`src/rtl/core/vrpd_pkg.sv`:
```
`default_nettype none
package vrpd_pkg;

  // gain and period formats
  localparam int GAIN_W     = 18;
  localparam int GAIN_FRAC  = 16;
  localparam int PERIOD_W   = 16;
  localparam int CFG_IDX_W  = 2;
  localparam int CFG_DATA_W = 18;

  // register reset values
  localparam logic [GAIN_W-1:0]   KP_RST     = 18'd35081;
  localparam logic [GAIN_W-1:0]   KI_RST     = 18'd8743;
  localparam logic [GAIN_W-1:0]   KD_RST     = 18'd0;
  localparam logic [PERIOD_W-1:0] PERIOD_RST = 16'd1000;

  // configuration register indexes
  typedef enum logic [CFG_IDX_W-1:0] {
    REG_KP         = 2'd0,
    REG_KI         = 2'd1,
    REG_KD         = 2'd2,
    REG_PWM_PERIOD = 2'd3
  } reg_idx_t;

  // controller states
  typedef enum logic [3:0] {
    ST_IDLE,
    ST_MUL,
    ST_CHK,
    ST_DIV,
    ST_TGT,
    ST_ERR,
    ST_MP,
    ST_MI,
    ST_MD,
    ST_ACC,
    ST_DUTY,
    ST_PWM,
    ST_OUT
  } state_t;

  // operand pair for the shared multiplier
  typedef enum logic [1:0] {
    MAC_P,
    MAC_I,
    MAC_D,
    MAC_PWM
  } mac_sel_t;

  // how the target duty is formed
  typedef enum logic [1:0] {
    TS_ZERO,
    TS_FULL,
    TS_QUOT
  } tsel_t;

  // commands from controller to datapath
  typedef struct packed {
    logic     load;
    logic     mul_step;
    logic     chk;
    logic     div_step;
    logic     tgt;
    logic     err;
    logic     mul_en;
    mac_sel_t mac_sel;
    logic     acc_clr;
    logic     acc_add;
    logic     duty_upd;
    logic     out_ld;
  } cmd_t;

endpackage
`default_nettype wire

```
`src/rtl/core/vrpd_if.sv`:
```
`default_nettype none
// measurement channel
interface vrpd_in_if #(
  parameter int VOLT_BITS = 17
);
  logic                 valid;
  logic                 ready;
  logic [VOLT_BITS-1:0] meas_volt;
  logic [VOLT_BITS-1:0] goal_volt;

  modport source (output valid, output meas_volt, output goal_volt, input ready);
  modport sink   (input valid, input meas_volt, input goal_volt, output ready);
endinterface

// result channel
interface vrpd_out_if #(
  parameter int FRAC_BITS = 16
);
  logic                          valid;
  logic                          ready;
  logic [FRAC_BITS:0]            duty_level;
  logic [FRAC_BITS:0]            target_duty;
  logic [vrpd_pkg::PERIOD_W-1:0] pulse_width;
  logic                          clamped;

  modport source (output valid, output duty_level, output target_duty,
                  output pulse_width, output clamped, input ready);
  modport sink   (input valid, input duty_level, input target_duty,
                  input pulse_width, input clamped, output ready);
endinterface
`default_nettype wire

```
`src/rtl/core/vrpd_ctrl.sv`:
```
`default_nettype none
module vrpd_ctrl #(
  parameter int FRAC_BITS = 16
) (
  input  wire logic           clk,
  input  wire logic           rst_n,
  input  wire logic           in_valid,
  output logic                in_ready,
  input  wire logic           out_ready,
  output logic                out_valid,
  output vrpd_pkg::cmd_t      cmd
);

  localparam int DW    = FRAC_BITS + 1;
  localparam int CNT_W = $clog2(DW);

  vrpd_pkg::state_t state_r, state_nxt;
  logic [CNT_W-1:0] cnt_r, cnt_nxt;
  logic             out_valid_r, out_valid_nxt;
  logic             cnt_last;
  logic             out_ok;

  assign cnt_last  = (cnt_r == CNT_W'(DW - 1));
  assign out_ok    = !out_valid_r || out_ready;
  assign out_valid = out_valid_r;

  // next state
  always_comb begin
    state_nxt = state_r;
    case (state_r)
      vrpd_pkg::ST_IDLE: if (in_valid) state_nxt = vrpd_pkg::ST_MUL;
      vrpd_pkg::ST_MUL:  if (cnt_last) state_nxt = vrpd_pkg::ST_CHK;
      vrpd_pkg::ST_CHK:  state_nxt = vrpd_pkg::ST_DIV;
      vrpd_pkg::ST_DIV:  if (cnt_last) state_nxt = vrpd_pkg::ST_TGT;
      vrpd_pkg::ST_TGT:  state_nxt = vrpd_pkg::ST_ERR;
      vrpd_pkg::ST_ERR:  state_nxt = vrpd_pkg::ST_MP;
      vrpd_pkg::ST_MP:   state_nxt = vrpd_pkg::ST_MI;
      vrpd_pkg::ST_MI:   state_nxt = vrpd_pkg::ST_MD;
      vrpd_pkg::ST_MD:   state_nxt = vrpd_pkg::ST_ACC;
      vrpd_pkg::ST_ACC:  state_nxt = vrpd_pkg::ST_DUTY;
      vrpd_pkg::ST_DUTY: state_nxt = vrpd_pkg::ST_PWM;
      vrpd_pkg::ST_PWM:  state_nxt = vrpd_pkg::ST_OUT;
      vrpd_pkg::ST_OUT:  if (out_ok) state_nxt = vrpd_pkg::ST_IDLE;
      default:           state_nxt = vrpd_pkg::ST_IDLE;
    endcase
  end

  // step counter for multiply and divide
  always_comb begin
    cnt_nxt = '0;
    if ((state_r == vrpd_pkg::ST_MUL || state_r == vrpd_pkg::ST_DIV) && !cnt_last) begin
      cnt_nxt = cnt_r + CNT_W'(1);
    end
  end

  // commands
  always_comb begin
    cmd      = '0;
    in_ready = 1'b0;
    case (state_r)
      vrpd_pkg::ST_IDLE: begin
        in_ready = 1'b1;
        cmd.load = in_valid;
      end
      vrpd_pkg::ST_MUL:  cmd.mul_step = 1'b1;
      vrpd_pkg::ST_CHK:  cmd.chk      = 1'b1;
      vrpd_pkg::ST_DIV:  cmd.div_step = 1'b1;
      vrpd_pkg::ST_TGT:  cmd.tgt      = 1'b1;
      vrpd_pkg::ST_ERR:  cmd.err      = 1'b1;
      vrpd_pkg::ST_MP: begin
        cmd.mul_en  = 1'b1;
        cmd.mac_sel = vrpd_pkg::MAC_P;
      end
      vrpd_pkg::ST_MI: begin
        cmd.mul_en  = 1'b1;
        cmd.mac_sel = vrpd_pkg::MAC_I;
        cmd.acc_clr = 1'b1;
      end
      vrpd_pkg::ST_MD: begin
        cmd.mul_en  = 1'b1;
        cmd.mac_sel = vrpd_pkg::MAC_D;
        cmd.acc_add = 1'b1;
      end
      vrpd_pkg::ST_ACC:  cmd.acc_add  = 1'b1;
      vrpd_pkg::ST_DUTY: cmd.duty_upd = 1'b1;
      vrpd_pkg::ST_PWM: begin
        cmd.mul_en  = 1'b1;
        cmd.mac_sel = vrpd_pkg::MAC_PWM;
      end
      vrpd_pkg::ST_OUT:  cmd.out_ld = out_ok;
      default: begin
        cmd      = '0;
        in_ready = 1'b0;
      end
    endcase
  end

  // result valid flag
  always_comb begin
    out_valid_nxt = out_valid_r;
    if (cmd.out_ld) begin
      out_valid_nxt = 1'b1;
    end else if (out_ready) begin
      out_valid_nxt = 1'b0;
    end
  end

  always_ff @(posedge clk) begin
    if (!rst_n) begin
      state_r     <= vrpd_pkg::ST_IDLE;
      cnt_r       <= '0;
      out_valid_r <= 1'b0;
    end else begin
      state_r     <= state_nxt;
      cnt_r       <= cnt_nxt;
      out_valid_r <= out_valid_nxt;
    end
  end

endmodule
`default_nettype wire

```
`src/rtl/core/vrpd_dp.sv`:
```
`default_nettype none
module vrpd_dp #(
  parameter int FRAC_BITS = 16,
  parameter int VOLT_BITS = 17
) (
  input  wire logic                            clk,
  input  wire logic                            rst_n,
  input  wire vrpd_pkg::cmd_t                  cmd,
  input  wire logic                            cfg_we,
  input  wire logic [vrpd_pkg::CFG_IDX_W-1:0]  cfg_index,
  input  wire logic [vrpd_pkg::CFG_DATA_W-1:0] cfg_data,
  input  wire logic [VOLT_BITS-1:0]            meas_volt,
  input  wire logic [VOLT_BITS-1:0]            goal_volt,
  output logic [FRAC_BITS:0]                   duty_level,
  output logic [FRAC_BITS:0]                   target_duty,
  output logic [vrpd_pkg::PERIOD_W-1:0]        pulse_width,
  output logic                                 clamped
);

  localparam int DW  = FRAC_BITS + 1;           // duty width
  localparam int EW  = FRAC_BITS + 2;           // error width, signed
  localparam int PW  = VOLT_BITS + DW;          // set * duty width
  localparam int AWD = vrpd_pkg::GAIN_W + 1;    // multiplier left operand, signed
  localparam int OPW = EW + 2;                  // multiplier right operand, signed
  localparam int MW  = AWD + OPW;               // product width
  localparam int AW  = MW + 1;                  // accumulator width
  localparam int DLW = AW - vrpd_pkg::GAIN_FRAC;
  localparam int NDW = DLW + 1;

  localparam logic [DW-1:0]         ONE      = DW'(2 ** FRAC_BITS);
  localparam logic signed [NDW-1:0] ONE_ND   = NDW'(2 ** FRAC_BITS);
  localparam logic signed [AW-1:0]  RND_HALF = AW'(2 ** (vrpd_pkg::GAIN_FRAC - 1));

  // configuration
  logic [vrpd_pkg::GAIN_W-1:0]   kp_r, ki_r, kd_r;
  logic [vrpd_pkg::PERIOD_W-1:0] period_r;

  // controller state that persists across items
  logic [DW-1:0]        duty_r;
  logic signed [EW-1:0] e1_r, e2_r;

  // per-item working registers
  logic [VOLT_BITS-1:0]   real_r, set_r;
  logic [PW-1:0]          p_r;
  logic [DW-1:0]          dsh_r;
  logic [VOLT_BITS-1:0]   rem_r;
  logic [DW-1:0]          plow_r;
  logic [DW-1:0]          q_r;
  vrpd_pkg::tsel_t        tsel_r;
  logic [DW-1:0]          target_r;
  logic                   sat_r;
  logic signed [EW-1:0]   e_r;
  logic signed [EW:0]     d1_r;
  logic signed [EW+1:0]   d2_r;
  logic signed [MW-1:0]   prod_r;
  logic signed [AW-1:0]   acc_r;

  // result registers
  logic [DW-1:0]                 res_duty_r, res_target_r;
  logic [vrpd_pkg::PERIOD_W-1:0] res_pulse_r;
  logic                          res_clamped_r;

  logic [PW-1:0]           p_add_c;
  logic [VOLT_BITS-1:0]    hi_c;
  logic [VOLT_BITS:0]      div_t_c;
  logic                    div_ge_c;
  logic signed [EW-1:0]    e_c;
  logic signed [AWD-1:0]   ma_c;
  logic signed [OPW-1:0]   mb_c;
  logic signed [MW-1:0]    prod_c;
  logic signed [AW-1:0]    rnd_c;
  logic signed [DLW-1:0]   delta_c;
  logic signed [NDW-1:0]   nd_c;
  logic [DW-1:0]           nd_clip_c;
  logic                    nd_sat_c;

  // multiply step, msb first over duty bits
  assign p_add_c = {p_r[PW-2:0], 1'b0} + (dsh_r[DW-1] ? PW'(set_r) : PW'(0));

  // divide step, one quotient bit
  assign hi_c     = p_r[PW-1:DW];
  assign div_t_c  = {rem_r, plow_r[DW-1]};
  assign div_ge_c = (div_t_c >= {1'b0, real_r});

  // error
  assign e_c = $signed({1'b0, target_r}) - $signed({1'b0, duty_r});

  // shared multiplier operands
  always_comb begin
    ma_c = '0;
    mb_c = '0;
    case (cmd.mac_sel)
      vrpd_pkg::MAC_P: begin
        ma_c = $signed({1'b0, kp_r});
        mb_c = OPW'(d1_r);
      end
      vrpd_pkg::MAC_I: begin
        ma_c = $signed({1'b0, ki_r});
        mb_c = OPW'(e_r);
      end
      vrpd_pkg::MAC_D: begin
        ma_c = $signed({1'b0, kd_r});
        mb_c = d2_r;
      end
      vrpd_pkg::MAC_PWM: begin
        ma_c = $signed(AWD'(period_r));
        mb_c = $signed(OPW'(duty_r));
      end
      default: begin
        ma_c = '0;
        mb_c = '0;
      end
    endcase
  end

  assign prod_c = ma_c * mb_c;

  // round the gain sum to duty format and clamp the new duty
  assign rnd_c   = acc_r + RND_HALF;
  assign delta_c = $signed(rnd_c[AW-1:vrpd_pkg::GAIN_FRAC]);
  assign nd_c    = NDW'($signed({1'b0, duty_r})) + NDW'(delta_c);

  always_comb begin
    nd_sat_c  = 1'b0;
    nd_clip_c = nd_c[DW-1:0];
    if (nd_c < 0) begin
      nd_sat_c  = 1'b1;
      nd_clip_c = '0;
    end else if (nd_c > ONE_ND) begin
      nd_sat_c  = 1'b1;
      nd_clip_c = ONE;
    end
  end

  // configuration registers and loop state
  always_ff @(posedge clk) begin
    if (!rst_n) begin
      kp_r     <= vrpd_pkg::KP_RST;
      ki_r     <= vrpd_pkg::KI_RST;
      kd_r     <= vrpd_pkg::KD_RST;
      period_r <= vrpd_pkg::PERIOD_RST;
      duty_r   <= '0;
      e1_r     <= '0;
      e2_r     <= '0;
    end else begin
      if (cfg_we) begin
        case (vrpd_pkg::reg_idx_t'(cfg_index))
          vrpd_pkg::REG_KP:         kp_r     <= cfg_data;
          vrpd_pkg::REG_KI:         ki_r     <= cfg_data;
          vrpd_pkg::REG_KD:         kd_r     <= cfg_data;
          vrpd_pkg::REG_PWM_PERIOD: period_r <= cfg_data[vrpd_pkg::PERIOD_W-1:0];
          default: ;
        endcase
      end
      if (cmd.duty_upd) begin
        duty_r <= nd_clip_c;
        e1_r   <= e_r;
        e2_r   <= e1_r;
      end
    end
  end

  // working registers
  always_ff @(posedge clk) begin
    if (cmd.load) begin
      real_r <= meas_volt;
      set_r  <= goal_volt;
      p_r    <= '0;
      dsh_r  <= duty_r;
      sat_r  <= 1'b0;
    end
    if (cmd.mul_step) begin
      p_r   <= p_add_c;
      dsh_r <= {dsh_r[DW-2:0], 1'b0};
    end
    // pick target source and seed the divider
    if (cmd.chk) begin
      rem_r  <= hi_c;
      plow_r <= p_r[DW-1:0];
      if (set_r == '0) begin
        tsel_r <= vrpd_pkg::TS_ZERO;
      end else if (real_r == '0 || hi_c >= real_r) begin
        tsel_r <= vrpd_pkg::TS_FULL;
      end else begin
        tsel_r <= vrpd_pkg::TS_QUOT;
      end
    end
    if (cmd.div_step) begin
      rem_r  <= div_ge_c ? VOLT_BITS'(div_t_c - {1'b0, real_r}) : div_t_c[VOLT_BITS-1:0];
      q_r    <= {q_r[DW-2:0], div_ge_c};
      plow_r <= {plow_r[DW-2:0], 1'b0};
    end
    // form target, saturating at one
    if (cmd.tgt) begin
      case (tsel_r)
        vrpd_pkg::TS_ZERO: target_r <= '0;
        vrpd_pkg::TS_FULL: begin
          target_r <= ONE;
          sat_r    <= 1'b1;
        end
        vrpd_pkg::TS_QUOT: begin
          if (q_r > ONE) begin
            target_r <= ONE;
            sat_r    <= 1'b1;
          end else begin
            target_r <= q_r;
          end
        end
        default: target_r <= '0;
      endcase
    end
    // error differences
    if (cmd.err) begin
      e_r  <= e_c;
      d1_r <= (EW+1)'(e_c) - (EW+1)'(e1_r);
      d2_r <= (EW+2)'(e_c) - ((EW+2)'(e1_r) <<< 1) + (EW+2)'(e2_r);
    end
    if (cmd.mul_en) begin
      prod_r <= prod_c;
    end
    if (cmd.acc_clr) begin
      acc_r <= AW'(prod_r);
    end else if (cmd.acc_add) begin
      acc_r <= acc_r + AW'(prod_r);
    end
    if (cmd.duty_upd && nd_sat_c) begin
      sat_r <= 1'b1;
    end
    // result register
    if (cmd.out_ld) begin
      res_duty_r    <= duty_r;
      res_target_r  <= target_r;
      res_pulse_r   <= prod_r[FRAC_BITS +: vrpd_pkg::PERIOD_W];
      res_clamped_r <= sat_r;
    end
  end

  assign duty_level  = res_duty_r;
  assign target_duty = res_target_r;
  assign pulse_width = res_pulse_r;
  assign clamped     = res_clamped_r;

endmodule
`default_nettype wire

```
`src/rtl/core/voltage_ratio_pid_duty.sv`:
```
`default_nettype none
// channel  dir  payload                                              handshake
// in_ch    in   meas_volt, goal_volt                                 valid/ready
// out_ch   out  duty_level, target_duty, pulse_width, clamped        valid/ready
// cfg_*    in   cfg_index, cfg_data (kp, ki, kd, pwm_period)         cfg_we
//
// one item at a time: a new item is taken only after the result of the last one
// is loaded into the result register; each item runs the bit-serial set*duty
// multiply and the restoring divide, one bit each.
// synchronous active-low reset restores gains, period, duty and error history.
// a held result stalls the controller in its last state until out_ch takes it.
module voltage_ratio_pid_duty #(
  parameter int FRAC_BITS = 16,
  parameter int VOLT_BITS = 17
) (
  input  wire logic                            clk,
  input  wire logic                            rst_n,
  vrpd_in_if.sink                              in_ch,
  vrpd_out_if.source                           out_ch,
  input  wire logic                            cfg_we,
  input  wire logic [vrpd_pkg::CFG_IDX_W-1:0]  cfg_index,
  input  wire logic [vrpd_pkg::CFG_DATA_W-1:0] cfg_data
);

  vrpd_pkg::cmd_t cmd;

  // sequencer
  vrpd_ctrl #(
    .FRAC_BITS (FRAC_BITS)
  ) u_ctrl (
    .clk       (clk),
    .rst_n     (rst_n),
    .in_valid  (in_ch.valid),
    .in_ready  (in_ch.ready),
    .out_ready (out_ch.ready),
    .out_valid (out_ch.valid),
    .cmd       (cmd)
  );

  // arithmetic and state
  vrpd_dp #(
    .FRAC_BITS (FRAC_BITS),
    .VOLT_BITS (VOLT_BITS)
  ) u_dp (
    .clk          (clk),
    .rst_n        (rst_n),
    .cmd          (cmd),
    .cfg_we       (cfg_we),
    .cfg_index    (cfg_index),
    .cfg_data     (cfg_data),
    .meas_volt    (in_ch.meas_volt),
    .goal_volt    (in_ch.goal_volt),
    .duty_level   (out_ch.duty_level),
    .target_duty  (out_ch.target_duty),
    .pulse_width  (out_ch.pulse_width),
    .clamped      (out_ch.clamped)
  );

endmodule
`default_nettype wire
```
`src/flat_wrapper.sv`:
```
// flat-port wrapper written by rule: the top's interface ports become plain ports
module voltage_ratio_pid_duty_flat 
#(
  parameter int FRAC_BITS = 16,
  parameter int VOLT_BITS = 17
)
  (clk, rst_n, cfg_we, cfg_index, cfg_data, in_ch_valid, in_ch_meas_volt, in_ch_goal_volt, in_ch_ready, out_ch_valid, out_ch_duty_level, out_ch_target_duty, out_ch_pulse_width, out_ch_clamped, out_ch_ready);
  vrpd_in_if #(.VOLT_BITS(VOLT_BITS)) in_ch_i ();
  vrpd_out_if #(.FRAC_BITS(FRAC_BITS)) out_ch_i ();
  input  wire logic clk;
  input  wire logic rst_n;
  input  wire logic cfg_we;
  input  wire logic [vrpd_pkg::CFG_IDX_W-1:0] cfg_index;
  input  wire logic [vrpd_pkg::CFG_DATA_W-1:0] cfg_data;
  input wire logic [$bits(in_ch_i.valid)-1:0] in_ch_valid;
  input wire logic [$bits(in_ch_i.meas_volt)-1:0] in_ch_meas_volt;
  input wire logic [$bits(in_ch_i.goal_volt)-1:0] in_ch_goal_volt;
  output wire logic [$bits(in_ch_i.ready)-1:0] in_ch_ready;
  output wire logic [$bits(out_ch_i.valid)-1:0] out_ch_valid;
  output wire logic [$bits(out_ch_i.duty_level)-1:0] out_ch_duty_level;
  output wire logic [$bits(out_ch_i.target_duty)-1:0] out_ch_target_duty;
  output wire logic [$bits(out_ch_i.pulse_width)-1:0] out_ch_pulse_width;
  output wire logic [$bits(out_ch_i.clamped)-1:0] out_ch_clamped;
  input wire logic [$bits(out_ch_i.ready)-1:0] out_ch_ready;
  assign in_ch_i.valid = in_ch_valid;
  assign in_ch_i.meas_volt = in_ch_meas_volt;
  assign in_ch_i.goal_volt = in_ch_goal_volt;
  assign in_ch_ready = in_ch_i.ready;
  assign out_ch_valid = out_ch_i.valid;
  assign out_ch_duty_level = out_ch_i.duty_level;
  assign out_ch_target_duty = out_ch_i.target_duty;
  assign out_ch_pulse_width = out_ch_i.pulse_width;
  assign out_ch_clamped = out_ch_i.clamped;
  assign out_ch_i.ready = out_ch_ready;
  voltage_ratio_pid_duty #(.FRAC_BITS(FRAC_BITS), .VOLT_BITS(VOLT_BITS)) u_core (.clk(clk), .rst_n(rst_n), .in_ch(in_ch_i), .out_ch(out_ch_i), .cfg_we(cfg_we), .cfg_index(cfg_index), .cfg_data(cfg_data));
endmodule
```
`config.mk`:
```
export PLATFORM = sky130hd
export DESIGN_NAME = voltage_ratio_pid_duty_flat
export DESIGN_NICKNAME = d
export VERILOG_FILES = /design/src/rtl/core/vrpd_pkg.sv /design/src/rtl/core/vrpd_if.sv /design/src/rtl/core/vrpd_ctrl.sv /design/src/rtl/core/vrpd_dp.sv /design/src/rtl/core/voltage_ratio_pid_duty.sv /design/src/flat_wrapper.sv
export SDC_FILE = /design/constraint.sdc
export NUM_CORES = 2
export LEC_CHECK = 0
export ABC_AREA = 1
export CORE_MARGIN = 10
export CORE_UTILIZATION = 55
export DETAILED_ROUTE_END_ITERATION = 8
export DONT_BUFFER_PORTS = 1
export MAX_ROUTING_LAYER = met4
export PLACE_DENSITY = 0.7
export REMOVE_ABC_BUFFERS = 1
export SLEW_MARGIN = 0
export SYNTH_ARGS = -nofsm -noshare
export SYNTH_HDL_FRONTEND = slang
export SYNTH_SLANG_ARGS = --single-unit
```
`constraint.sdc`:
```
create_clock -name clk -period 22 [get_ports clk]
set_clock_uncertainty 0.2 [all_clocks]
set_input_delay 3.3 -clock clk [delete_from_list [all_inputs] [get_ports clk]]
set_output_delay 3.3 -clock clk [all_outputs]
set_load 0.005 [all_outputs]
```
# --- Word-level counts from Yosys, hierarchy flattened ---
# Index checks and enable logic that the tools add are counted.
totals:
  ff_bits: 476
  input_bits: 59
  wordCells: 139
op_classes:
  n_addsub: 10
  mul: 1
  n_lt_le_gt_ge: 5
  eq_ne: 25
  n_mux: 44
  n_reduce_logical: 23
op_table:
  columns: ["op", "count"]
  rows:
  - ["17-bit 2-to-1 mux", 11]
  - ["40-bit 2-to-1 mux", 2]
  - ["20-bit case mux with 4 select lines", 1]
  - ["19-bit case mux with 4 select lines", 1]
  - ["34-bit 2-to-1 mux", 2]
  - ["4-bit case mux with 13 select lines", 1]
  - ["40-bit by 17-bit adder with 40-bit output (second input constant)", 1]
  - ["40-bit by 39-bit adder with 40-bit output", 1]
  - ["19-bit by 20-bit multiplier with 39-bit output", 1]
  - ["34-bit adder", 1]
  - ["17-bit logical NOT", 2]
  - ["17-bit case mux with 2 select lines", 1]
  - ["18-bit by 24-bit adder with 25-bit output", 1]
  - ["25-bit by 18-bit > comparator with 1-bit output (second input constant)", 1]
  - ["25-bit by 1-bit < comparator with 1-bit output (second input constant)", 1]
  - ["20-bit by 18-bit adder with 20-bit output", 1]
  - ["4-bit == test (second input constant)", 5]
  - ["18-bit by 19-bit subtractor with 20-bit output", 1]
  - ["18-bit by 18-bit subtractor with 19-bit output", 1]
  - ["18-bit by 17-bit >= comparator with 1-bit output", 1]
  - ["1-bit 2-to-1 mux", 18]
  - ["17-bit by 17-bit subtractor with 18-bit output", 1]
  - ["17-bit >= comparator", 1]
  - ["17-bit > comparator (second input constant)", 1]
  - ["22 further kinds", 50]

# --- Logic depth before layout (Yosys ltp) ---
logic_depth:
  word_depth: 6
  mapped_depth: 38
  mapped_depth_nobuf: 36

# --- By module ---
# From an unflattened synthesis, not the netlist that was laid out.
hier_totals:
  hier_cells: 4705
  hier_area_um2: 40488.8
modules_own_cells:
  columns: ["module", "instances", "cells_per_inst", "area_each_um2", "seq_area_each_um2"]
  rows:
  - ["vrpd_dp", 1, 4613, 39860.7, 12732.2]
  - ["vrpd_ctrl", 1, 92, 628.1, 200.2]

# --- Worst setup path before layout ---
# Ideal clock, no wire load.
synth_timing:
  path_type: "register to register"
  from: "register u_core.u_ctrl.state_r[3]"
  to: "register u_core.u_dp.prod_r[35], data pin"
  setup_time_ns: 0.252
  t_arrival_ns: 6.881
  required_ns: 21.548
  setup_slack_ns: 14.667
  stages_incl_launch_ff: 34
  n_path_buf: 2
  period_less_slack_ns: 7.333
  path_cell_list: "dfxtp_1 > inv_1 > nor2_1 > inv_1 > nor2_2 > nor2_1 > nand2_1 > inv_1 > clkbuf_1 > nand2_1 > nand2_1 > inv_1 > buf_2 > nor2_1 > fa_1 > inv_1 > fa_1 > fa_1 > fa_1 > inv_1 > fa_1 > inv_1 > fa_1 > inv_1 > ha_1 > nand4_1 > nor3_1 > a21oi_1 > o21ai_0 > a21oi_1 > o21ai_0 > nand3_1 > nand3_1 > nand2_1"
synth_via:
  elab_chain_cells: 5
synth_lines:
  columns: ["item", "line", "source"]
  rows:
  - ["start: declaration", "vrpd_ctrl.sv:17", "vrpd_pkg::state_t state_r, state_nxt;"]
  - ["start signal: assignment", "vrpd_ctrl.sv:110", "state_r <= vrpd_pkg::ST_IDLE;"]
  - ["start signal: assignment", "vrpd_ctrl.sv:114", "state_r <= state_nxt;"]
  - ["4-bit == test / 4-bit by 3-bit == test with 1-bit output (equally long branches)", "vrpd_ctrl.sv:60", "case (state_r)"]
  - ["3-bit case mux with 4 select lines (*)", "vrpd_ctrl.sv:60", null]
  - ["2-bit == test (tied with other cells)", "vrpd_dp.sv:92", "case (cmd.mac_sel)"]
  - ["19-bit case mux with 4 select lines / 20-bit case mux with 4 select lines (equally long branches)", "vrpd_dp.sv:92", null]
  - ["19-bit by 20-bit multiplier with 39-bit output (*)", "vrpd_dp.sv:116", "assign prod_c = ma_c * mb_c;"]
  - ["via u_core.u_dp.prod_c[35]", "vrpd_dp.sv:70", "logic signed [MW-1:0] prod_c;"]
  - ["end signal: assignment", "vrpd_dp.sv:219", "prod_r <= prod_c;"]
  - ["end: declaration", "vrpd_dp.sv:55", "logic signed [MW-1:0] prod_r;"]
# Mark *: on every way through the listed nets, which the timed path passes. The rest lies on a longest branch. The select of a mux whose other input is x is not followed.
# A chain may end at the register's enable or synchronous reset.

# --- Worst setup path in the final report ---
layout_timing:
  from: "register u_core.u_ctrl.state_r[1]"
  to: "register u_core.u_dp.prod_r[38], data pin"
# The elaborated chain is that of the path after synthesis.

==> impl_metrics.yaml <==
outcome:
  status: "finished, final reports clean"
floorplanning:
  io_pins: 112
  die_area_um2: 84600
  initial_core_util_pct: 55.4
  rows: 99
  die_h_um: 291
  core_area_um2: 72800
  fp.dieW_um: 291
route:
  vias_per_cell: 5.56
  dr.pass1.iters: 7
  via_count: 31500
  wl_per_cell_um: 19.2
  drc: 0
  wirelength_mm: 109
  dr.first_iter.drc_count: 2658
  ant_nets: 0
clocking:
  clk_latency_ns: 0.62
  cts-root-buf: "clkbuf_16"
  post_cts_buffers: 0
  ctsResizeCount: 0
  h-tree-depth: 2
  cts_hold_buf: 0
  cts_buffers: 51
  cts_tree: "built"
  clk_path_buf_depth: 3
  clk_pin_slew_ns: 0.06
  cts_sinks: 476
timing:
  timing.hold.ws_ns: 0.249
  fmax_mhz: 107
  worst_slew_pin_slew_ns: 1.21
  drv_slew: 0
  hold_viol_final: 0
  tns_ns: 0
  layout_min_cycle_time_ns: 9.38
  fin_crit_sh_pct: 42.6
  worst_slack_ns: 12.62
  setup_viol: 0
  rsz0062_at_grt: "false"
  slew_headroom_pct: 19.1
final_layout:
  num-fill-cells: 6436
  antenna_cells: 0
  layout-drive-gt1-share_pct: 4.32
  final_nets: 5373
  postLayoutCellArea_um2: 43100
  syn2layout_area_growth_pct: 6.79
synth:
  ys_seq_area_share_pct: 32.0
  synth_top_area_share_pct: 25.3
  avgSynthCellArea_um2: 8.61
  synth_cells: 4686
  yosys.area.top_type: "edfxtp_1"
  netlist_top_cells_count: "899 x inv_1, 840 x nand2_1, 462 x nor2_1, 389 x fa_1, 340 x edfxtp_1"
  ys.warnings.count: 0
  synth_cell_type_count: 59
  yosys_most_used_dff: "edfxtp_1"
  synth_area_um2: 40400
  synth-async-reset-ratio_pct: 0
  yosysMostFrequentCell: "inv_1"
  synth.area.top_cells: "edfxtp_1 25%, fa_1 19%, inv_1 8.4%"
  synth_edf_count: 340
  ys_ff_latch: 476
worst_setup_path:
  cp_max_fo: 50
  crit_arrival_ns: 9.52
  timing.rr.start: "u_core.u_ctrl.state_r[1]$_SDFFE_PN0P_"
  crit_type: "flip-flop to flip-flop"
  cpPeakStageDelay_ns: 0.77
  required_ns: 22.14
  start_kind: "flip-flop"
  worstSetupEndpointType: "flip-flop"
  crit_slowest_cell: "fa_1"
  cp-startpoint: "u_core.u_ctrl.state_r[1]$_SDFFE_PN0P_"
global_routing:
  grt_max_degree: 107
  track_usage_pct: 26.1
  grt_pass1_wl_mm: 172
  antenna_found_initial: 2
  overflow: 0
  grt_pass1_vias: 30800
job:
  maxCapViolations: 0
place:
  portBuffers: 0
  dpl_cell_area_um2: 41400
  dp_hpwl_mm: 85.1
  gp_congestion: 0.971
  dp_slack_ns: 12.72
min_path:
  hp-class: "flip-flop to flip-flop"
  holdCritStartpoint: "u_core.u_dp.kd_r[4]$_SDFFE_PN0P_"
==> path summary, 6_finish.rpt <==
check / endpoint / slack (ns) / cells past startpoint
setup / recovery: u_core.u_dp.prod_r[38]$_DFFE_PP_ / 12.62 / 30
hold reg to reg: u_core.u_dp.kd_r[4]$_SDFFE_PN0P_ / 0.25 / 2
setup reg to reg: u_core.u_dp.prod_r[38]$_DFFE_PP_ / 12.62 / 30
hold / removal: u_core.u_dp.kd_r[4]$_SDFFE_PN0P_ / 0.25 / 2
==> layout make-up <==
cell class,instances,area [um^2],area share [%]
Multi-Input combinational cell,3180,23600,54.7
Sequential cell,476,12900,30.0
Tap cell,959,1200,2.78
Inverter,917,3440,7.99
Timing Repair Buffer,31,233,0.540
Clock buffer,71,1440,3.35
Clock inverter,25,256,0.595
==> critical path: cells and delay by family (launching register included) <==
kind	cells	cell delay, ns
DFF	1	0.45
buffers and inverters	9	2.26
AOI/OAI and AO/OA	4	0.77
xor gates and xnor gates	1	0.15
adders and majority gates	7	3.90
and+or+nand+nor	9	1.31
==> cells in the final DEF (no fill, tap or decap), types with 52 or more instances in the layout <==
cell type / instances
a21oi_1: 304
clkbuf_16: 52
dfxtp_1: 136
edfxtp_1: 340
fa_1: 389
ha_1: 268
inv_1: 899
nand2_1: 837
nand3_1: 131
nor2_1: 453
o21ai_0: 269
xnor2_1: 59
xor2_1: 93
==> logic make-up after synthesis <==
| family | count (synthesis) | share of synthesized area, % |
|---|---|---|
| simple gates | 1597 | 16.5 |
| compound gates | 774 | 10.9 |
| buf+inv | 1030 | 9.71 |
| xor+xnor | 152 | 3.30 |
| flops | 476 | 32.0 |
| fa+ha+maj | 657 | 27.6 |
==> metrics by stage <==
step | utilization [%] | std cells
global route | 59.2 | 5659
global placement | 56.8 | 5563
floorplan | - | 4573
finish | 59.2 | 5659
detailed placement | 56.8 | 5563
CTS | 59.2 | 5659
==> sequential cells by signal (all words and copies together) (netlist names), 18 cells and up <==
| signal | count |
|---|---|
| u_core.u_dp.ki_r | 18 |
| u_core.u_dp.acc_r | 40 |
| u_core.u_dp.d1_r | 19 |
| u_core.u_dp.p_r | 34 |
| u_core.u_dp.prod_r | 39 |
| u_core.u_dp.d2_r | 20 |
| u_core.u_dp.e2_r | 18 |
| u_core.u_dp.e_r | 18 |
| u_core.u_dp.kp_r | 18 |
| u_core.u_dp.kd_r | 18 |
| u_core.u_dp.e1_r | 18 |
==> metal layers <==
layer  global-route usage (%)  routed length (um)  vias up
met5                        -                   0        -
met4                     6.34                2710        0
met3                     4.65                9500      166
met2                     39.6               48400     1163
met1                     36.0               47900    15200
li1                         -                   -    15000
Power is not shown: default switching activity piles up to over one toggle a cycle in this logic, so the estimate is an artifact.
